$ cat src/hw/rtl/dtoi_pkg.sv
// Shared types, character codes and limits for the decimal text to int32 unit.
package dtoi_pkg;

    localparam int unsigned CHAR_W  = 8;
    localparam int unsigned VALUE_W = 32;
    localparam int unsigned WIDE_W  = 36;

    localparam logic [CHAR_W-1:0] CHAR_ZERO  = 8'h30;
    localparam logic [CHAR_W-1:0] CHAR_NINE  = 8'h39;
    localparam logic [CHAR_W-1:0] CHAR_PLUS  = 8'h2B;
    localparam logic [CHAR_W-1:0] CHAR_MINUS = 8'h2D;
    localparam logic [CHAR_W-1:0] CHAR_SPACE = 8'h20;
    localparam logic [CHAR_W-1:0] CHAR_TAB   = 8'h09;
    localparam logic [CHAR_W-1:0] CHAR_CR    = 8'h0D;

    localparam logic [WIDE_W-1:0] POS_LIMIT = 36'd2147483647;

    typedef enum logic [4:0] {
        PH_LEAD   = 5'b00001,
        PH_SIGNED = 5'b00010,
        PH_DIGITS = 5'b00100,
        PH_TRAIL  = 5'b01000,
        PH_ERROR  = 5'b10000
    } phase_t;

    function automatic logic is_ws(input logic [CHAR_W-1:0] c);
        return ((c >= CHAR_TAB) && (c <= CHAR_CR)) || (c == CHAR_SPACE);
    endfunction

    function automatic logic is_digit(input logic [CHAR_W-1:0] c);
        return (c >= CHAR_ZERO) && (c <= CHAR_NINE);
    endfunction

endpackage

$ cat src/hw/rtl/decimal_text_to_int32_unit.sv
// Top level: streaming parser of signed decimal text into a 32-bit integer.
//
// Usage:
//   Slave channel (s_axis_*) takes the text one byte per item. tdata[7:0]
//   is the byte, tlast marks the final byte, tuser flags an empty-text
//   item (it also ends the text and its byte is ignored).
//   Master channel (m_axis_*) gives one item per text: tdata is the signed
//   value, tuser is the parse-ok flag (value is 0 when the flag is low).
//   Throughput: one item per cycle in both directions while m_axis does
//   not stall, no bubbles between texts. The byte scanner is one registered
//   step: input register, then a x10 accumulate with a limit compare into
//   the state and result regs. A text's result appears on m_axis after its
//   ending byte has passed the input register and then the result register.
//   Reset clears the scan state to leading whitespace and empties both
//   registers. When the receiver stalls, the result holds and s_axis keeps
//   accepting bytes that end no text; a byte that ends a text waits in the
//   input register until the result register frees up.
module decimal_text_to_int32_unit
    import dtoi_pkg::*;
(
    input  logic                clk,
    input  logic                rst_n,
    input  logic                s_axis_tvalid,
    output logic                s_axis_tready,
    input  logic [CHAR_W-1:0]   s_axis_tdata,  // [7:0] char_byte
    input  logic                s_axis_tlast,  // last_byte
    input  logic                s_axis_tuser,  // [0] empty_marker
    output logic                m_axis_tvalid,
    input  logic                m_axis_tready,
    output logic [VALUE_W-1:0]  m_axis_tdata,  // [31:0] result_value
    output logic                m_axis_tuser   // [0] parse_ok
);

    logic                in_valid_reg;
    logic [CHAR_W-1:0]   in_byte_reg;
    logic                in_last_reg;
    logic                in_empty_reg;

    phase_t              phase_reg, phase_next;
    logic                neg_reg, neg_next;
    logic [VALUE_W-1:0]  acc_reg, acc_next;

    logic                out_valid_reg;
    logic [VALUE_W-1:0]  out_value_reg, out_value_next;
    logic                out_ok_reg, out_ok_next;

    logic                ends_text;
    logic                out_free;
    logic                advance;
    logic [3:0]          digit;
    logic [WIDE_W-1:0]   acc_wide;
    logic [WIDE_W-1:0]   sum_wide;
    logic [WIDE_W-1:0]   limit;
    logic                fits;
    phase_t              phase_scan;
    logic                neg_scan;
    logic [VALUE_W-1:0]  acc_scan;

    assign ends_text     = in_last_reg || in_empty_reg;
    assign out_free      = !out_valid_reg || m_axis_tready;
    assign advance       = in_valid_reg && (!ends_text || out_free);
    assign s_axis_tready = !in_valid_reg || advance;

    assign digit    = 4'(in_byte_reg - CHAR_ZERO);
    assign acc_wide = {{(WIDE_W-VALUE_W){1'b0}}, acc_reg};
    assign sum_wide = (acc_wide << 3) + (acc_wide << 1) + {{(WIDE_W-4){1'b0}}, digit};
    assign limit    = POS_LIMIT + {{(WIDE_W-1){1'b0}}, neg_reg};
    assign fits     = sum_wide <= limit;

    // one byte of the scanner
    always_comb
    begin
        phase_scan = phase_reg;
        neg_scan   = neg_reg;
        acc_scan   = acc_reg;
        if (!in_empty_reg)
        begin
            case (phase_reg)
                PH_LEAD:
                begin
                    if (is_ws(in_byte_reg))
                    begin
                        phase_scan = PH_LEAD;
                    end
                    else if (in_byte_reg == CHAR_PLUS)
                    begin
                        phase_scan = PH_SIGNED;
                    end
                    else if (in_byte_reg == CHAR_MINUS)
                    begin
                        phase_scan = PH_SIGNED;
                        neg_scan   = 1'b1;
                    end
                    else if (is_digit(in_byte_reg))
                    begin
                        phase_scan = fits ? PH_DIGITS : PH_ERROR;
                        if (fits)
                            acc_scan = sum_wide[VALUE_W-1:0];
                    end
                    else
                    begin
                        phase_scan = PH_ERROR;
                    end
                end
                PH_SIGNED, PH_DIGITS:
                begin
                    if (is_digit(in_byte_reg))
                    begin
                        phase_scan = fits ? PH_DIGITS : PH_ERROR;
                        if (fits)
                            acc_scan = sum_wide[VALUE_W-1:0];
                    end
                    else if (is_ws(in_byte_reg) && (phase_reg == PH_DIGITS))
                    begin
                        phase_scan = PH_TRAIL;
                    end
                    else
                    begin
                        phase_scan = PH_ERROR;
                    end
                end
                PH_TRAIL:
                begin
                    if (!is_ws(in_byte_reg))
                        phase_scan = PH_ERROR;
                end
                default:
                begin
                    phase_scan = PH_ERROR;
                end
            endcase
        end
    end

    always_comb
    begin
        out_ok_next    = (phase_scan == PH_DIGITS) || (phase_scan == PH_TRAIL);
        out_value_next = '0;
        if (out_ok_next)
            out_value_next = neg_scan ? (VALUE_W'(0) - acc_scan) : acc_scan;
        if (ends_text)
        begin
            phase_next = PH_LEAD;
            neg_next   = 1'b0;
            acc_next   = '0;
        end
        else
        begin
            phase_next = phase_scan;
            neg_next   = neg_scan;
            acc_next   = acc_scan;
        end
    end

    always_ff @(posedge clk or negedge rst_n)
    begin
        if (!rst_n)
        begin
            in_valid_reg  <= 1'b0;
            out_valid_reg <= 1'b0;
            phase_reg     <= PH_LEAD;
            neg_reg       <= 1'b0;
            acc_reg       <= '0;
        end
        else
        begin
            if (s_axis_tready)
                in_valid_reg <= s_axis_tvalid;
            if (advance)
            begin
                phase_reg <= phase_next;
                neg_reg   <= neg_next;
                acc_reg   <= acc_next;
            end
            if (advance && ends_text)
                out_valid_reg <= 1'b1;
            else if (m_axis_tready)
                out_valid_reg <= 1'b0;
        end
    end

    always_ff @(posedge clk)
    begin
        if (s_axis_tready && s_axis_tvalid)
        begin
            in_byte_reg  <= s_axis_tdata;
            in_last_reg  <= s_axis_tlast;
            in_empty_reg <= s_axis_tuser;
        end
        if (advance && ends_text)
        begin
            out_value_reg <= out_value_next;
            out_ok_reg    <= out_ok_next;
        end
    end

    assign m_axis_tvalid = out_valid_reg;
    assign m_axis_tdata  = out_value_reg;
    assign m_axis_tuser  = out_ok_reg;

    a_fail_is_zero: assert property (@(posedge clk) disable iff (!rst_n)
        (m_axis_tvalid && !m_axis_tuser) |-> (m_axis_tdata == '0))
        else $error("failed parse carries a nonzero value");

    a_end_resets_scan: assert property (@(posedge clk) disable iff (!rst_n)
        (advance && ends_text) |=> (phase_reg == PH_LEAD && !neg_reg && acc_reg == '0))
        else $error("scan state not cleared after text end");

    a_lead_clean: assert property (@(posedge clk) disable iff (!rst_n)
        (phase_reg == PH_LEAD) |-> (!neg_reg && acc_reg == '0))
        else $error("leading phase with stale sign or magnitude");

    a_signed_no_digits: assert property (@(posedge clk) disable iff (!rst_n)
        (phase_reg == PH_SIGNED) |-> (acc_reg == '0))
        else $error("sign phase with nonzero magnitude");

    a_end_waits: assert property (@(posedge clk) disable iff (!rst_n)
        (in_valid_reg && ends_text && out_valid_reg && !m_axis_tready) |-> !advance)
        else $error("text end consumed while result register full");

endmodule

$ cat config.mk
export PLATFORM = sky130hd
export DESIGN_NAME = decimal_text_to_int32_unit
export DESIGN_NICKNAME = d
export VERILOG_FILES = /design/src/hw/rtl/dtoi_pkg.sv /design/src/hw/rtl/decimal_text_to_int32_unit.sv
export SDC_FILE = /design/constraint.sdc
export NUM_CORES = 1
export LEC_CHECK = 0
export ABC_AREA = 1
export BUFFER_PORTS_ARGS = -buffer_cell sky130_fd_sc_hd__buf_4
export CORE_MARGIN = 1.5
export CORE_UTILIZATION = 30
export CTS_CLUSTER_SIZE = 25
export DETAILED_ROUTE_END_ITERATION = 7
export MAX_ROUTING_LAYER = met4
export SYNTH_ARGS = -nofsm -noshare
export SYNTH_HDL_FRONTEND = slang
export SYNTH_SLANG_ARGS = --single-unit
$ cat constraint.sdc
create_clock -name clk -period 6.4 [get_ports clk]
set_clock_uncertainty 0.2 [all_clocks]
set_input_delay 0.64 -clock clk [delete_from_list [all_inputs] [get_ports clk]]
set_output_delay 0.64 -clock clk [all_outputs]
set_load 0.005 [all_outputs]
==> qor.log <==
INFO  power          p_leak=0.005529uW
INFO  yosys          ys_warn_count=0
INFO  die            fp.dieH=176.8um
INFO  route          top_signal_layer_used=met4
INFO  status         outcome=finished clean
INFO  power          total_switching_power=528.5uW
INFO  die            std_cell_core_area=29640squm
INFO  yosys          ys_ff_latch=83
INFO  die            die_width=176.8um
INFO  placed_design  gp_routability_congestion=0.9515
INFO  critical_path  timing.critical_path.to_type=flip-flop
INFO  clock_tree     cts_buffer_depth=2
INFO  route          dr_wl_met3=1689um
INFO  timing         fin_tns_setup=0ns
INFO  grt            grt_max_degree=41
INFO  placed_design  io_buffer_count=48
INFO  power          comb_power_share=0.258
INFO  yosys          synth.top_cells.by_area=sky130_fd_sc_hd__nand2_1, sky130_fd_sc_hd__edfxtp_1, sky130_fd_sc_hd__ha_1
INFO  die            initial_util=0.3056
INFO  final_layout   layout.area.seq=2293squm
INFO  critical_path  critical_path.max_stage_delay=0.57ns
INFO  final_layout   final_layout_size_suffix_gt1_frac=0.1480
INFO  timing         period_share=0.9470
INFO  yosys          syn_nets=1453
INFO  timing         final-setup-viol-count=0
INFO  power          share_of_total_power_in_sequential_cells=0.376
INFO  clock_tree     clk_root_buffer_cell=sky130_fd_sc_hd__clkbuf_16
INFO  critical_path  category_of_the_worst_setup_path_launch_point=flip-flop
INFO  route          post_drt_via_cell_ratio=4.991
INFO  final_layout   flow.area_growth_from_synthesis=13.40%
INFO  critical_path  required=6.29ns
INFO  final_layout   fill_cells=3201
INFO  power          ir_worst_vdd=0.0001364V
INFO  clock_tree     cts_inserted_buffers=9
INFO  grt            wire_length_of_the_first_global_routing_pass=44530um
INFO  die            placementRows=63
INFO  yosys          synth.cell_area=9057squm
INFO  critical_path  worst_setup_path_class=flip-flop to flip-flop
INFO  timing         final-max-slew-violation-count=0
INFO  clock_tree     cts.sink_count=83
INFO  yosys          synth_top_area_frac=0.1467
INFO  final_layout   finish.utilization=0.3465
INFO  route          firstDrtPassIters=5
INFO  route          route.met2.wl=12950um
INFO  clock_tree     clock_latency=0.35ns
INFO  route          num_vias=8894
INFO  placed_design  detailedPlacementHpwl=22200um
INFO  critical_path  critical_path_arrival=5.95ns
INFO  final_layout   layout.cells.most_common=sky130_fd_sc_hd__nand2_1
INFO  hold_path      min-delay-path-class=primary input to asynchronous set/reset pin
INFO  final_layout   final_net_count=1499
INFO  yosys          synth_largest_area_cell=sky130_fd_sc_hd__nand2_1
INFO  die            design.die.area=31240squm
INFO  clock_tree     cts.reportedPaths.clkPinSlew=0.06ns
INFO  power          power_per_cell_area=159.3nW/um^2
INFO  final_layout   antennaDiodeCount=0
INFO  power          switching_share=0.3231
INFO  route          drt-initial-drc-count=857
INFO  clock_tree     cts_hold_buffers=0
INFO  timing         worst_pin_slew=1.139ns
INFO  timing         slew-limit-headroom=0.2398
INFO  clock_tree     tritoncts_clock_tree=done
INFO  grt            grt.total_usage=0.1872
INFO  die            ios=49
INFO  critical_path  worst_path_max_delay_cell=sky130_fd_sc_hd__fa_1
INFO  timing         hold_viol_final=0
INFO  grt            grt_pass1_vias=8549
INFO  timing         maxClockFrequency=0.1650GHz
INFO  clock_tree     total_number_of_h_tree_levels=3
INFO  critical_path  timing.critical_path.fanout_max=11
INFO  final_layout   final_cell_mix=sky130_fd_sc_hd__nand2_1, sky130_fd_sc_hd__inv_1, sky130_fd_sc_hd__nor2_1, sky130_fd_sc_hd__ha_1, sky130_fd_sc_hd__a21oi_1
INFO  route          drt_drc_violations_left=0
INFO  power          power.clock.fraction=0.366
INFO  yosys          synth_seq_area_share=0.2532
INFO  timing         period_minus_slack=6.061ns
INFO  power          power_report.internal_total=1107uW
INFO  route          wl_met1=12320um
INFO  route          drtAntennaViolNets=0
INFO  yosys          post_synth_num_cell_types=51
INFO  yosys          synthesis.area_per_instance=6.754squm
INFO  critical_path  crit_path_frequent_cell=sky130_fd_sc_hd__nand2_1
INFO  job            max_cap_violations=0
INFO  grt            grt.overflow.total=0
INFO  grt            antenna_found_initial=0
INFO  route          drt-wirelength-per-cell=15.50um
INFO  route          detail_route.wirelength=27620um
INFO  final_layout   multi_input_comb_area=5778squm
INFO  yosys          syn-instance-count=1341
[stage by stage]
step | cells | total power [uW] | setup slack (ns) | hold WS (ns) | instance area (sq um)
floorplan | 1341 | 894.4 | 1.076 | 0.1444 | 9057
global placement | 1760 | 1032 | 0.1187 | 0.3449 | 9831
detailed placement | 1760 | 1036 | 0.1396 | 0.3479 | 9831
CTS | 1776 | 1634 | 0.1176 | 0.09242 | 10160
global route | 1782 | 1716 | -0.004137 | 0.1092 | 10270
finish | 1782 | 1636 | 0.3389 | 0.08039 | 10270
[power by group through the flow]
| stage | Clock, uW | Combinational [uW] | Sequential (uW) |
|---|---|---|---|
| global placement | 0 | 407 | 626 |
| CTS | 607 | 411 | 616 |
| floorplan | 0 | 273 | 621 |
| finish | 598 | 423 | 615 |
| global route | 630 | 467 | 619 |
| detailed placement | 0 | 409 | 627 |
[timing repair]
action	in CTS	in global routing
setup buffers	0	6
setup endpoints to repair	0	28
gates resized for setup	0	13
[synth_stat cells, drive strengths merged]
library cell and instances:
o21a 1, o21ai 42, clkinv 2, xnor2 8
ha 96, nand4 37, nor3 23, nand3 75
a31o 3, o22a 1, a211oi 1, xor2 16
clkbuf 15, a32oi 1, edfxtp 43, buf 15
dfrtp 39, and3 2, o211ai 3, inv 235
nor2 135, o2111ai 1, a21o 2, fa 2
o22ai 34, a22oi 1, o21bai 3, a21oi 73
dfstp 1, and2 1, nand3b 12, a31oi 16
nand2 399, nor4 3
[kinds of logic after synthesis]
group | count (synthesis) | share of synthesized area
flip-flops | 83 | 0.2532
XOR/XNOR | 24 | 0.02321
adder cells (fa/ha/maj) | 98 | 0.1370
buffers and inverters | 267 | 0.1163
AO/OA/AOI/OAI | 182 | 0.1166
AND/OR/NAND/NOR | 687 | 0.3536
[cell type report]
type | instances | area share
clock inverter | 5 | 0.009867
timing repair buffer | 65 | 0.04751
multi-input combinational | 991 | 0.5626
clock buffer | 11 | 0.02266
tap | 390 | 0.04751
inverter | 237 | 0.08661
sequential | 83 | 0.2233
[path summary, 6_finish.rpt]
path | from | to | slack, ns | cells past startpoint
setup reg to reg | acc_reg[0] | m_axis_tdata[30] | 0.34 | 37
hold reg to reg | m_axis_tvalid | m_axis_tvalid | 0.36 | 2
min in group clk | s_axis_tdata[2] | in_byte_reg[2] | 0.27 | 1
max in group asynchronous | rst_n | acc_reg[27] | 5.52 | 1
hold / removal | rst_n | m_axis_tvalid | 0.08 | 1
setup / recovery | acc_reg[0] | m_axis_tdata[30] | 0.34 | 37
[per-layer routing]
layer / up-vias / track usage
met5: - / -
met4: 0 / 0.05226
met3: 46 / 0.03265
met2: 267 / 0.3025
met1: 4106 / 0.2398
li1: 4475 / -
[critical path, delay by kind of cell (launching register included)]
kind                     cells  cell delay (ns)
buffers and inverters        5             0.59
AO/OA/AOI/OAI                3             0.30
adder cells (fa/ha/maj)      3             1.29
XOR/XNOR                     1             0.29
flip-flops                   1             0.42
AND/OR/NAND/NOR             25             2.65
Note: power is estimated with default switching activity, not from simulation.
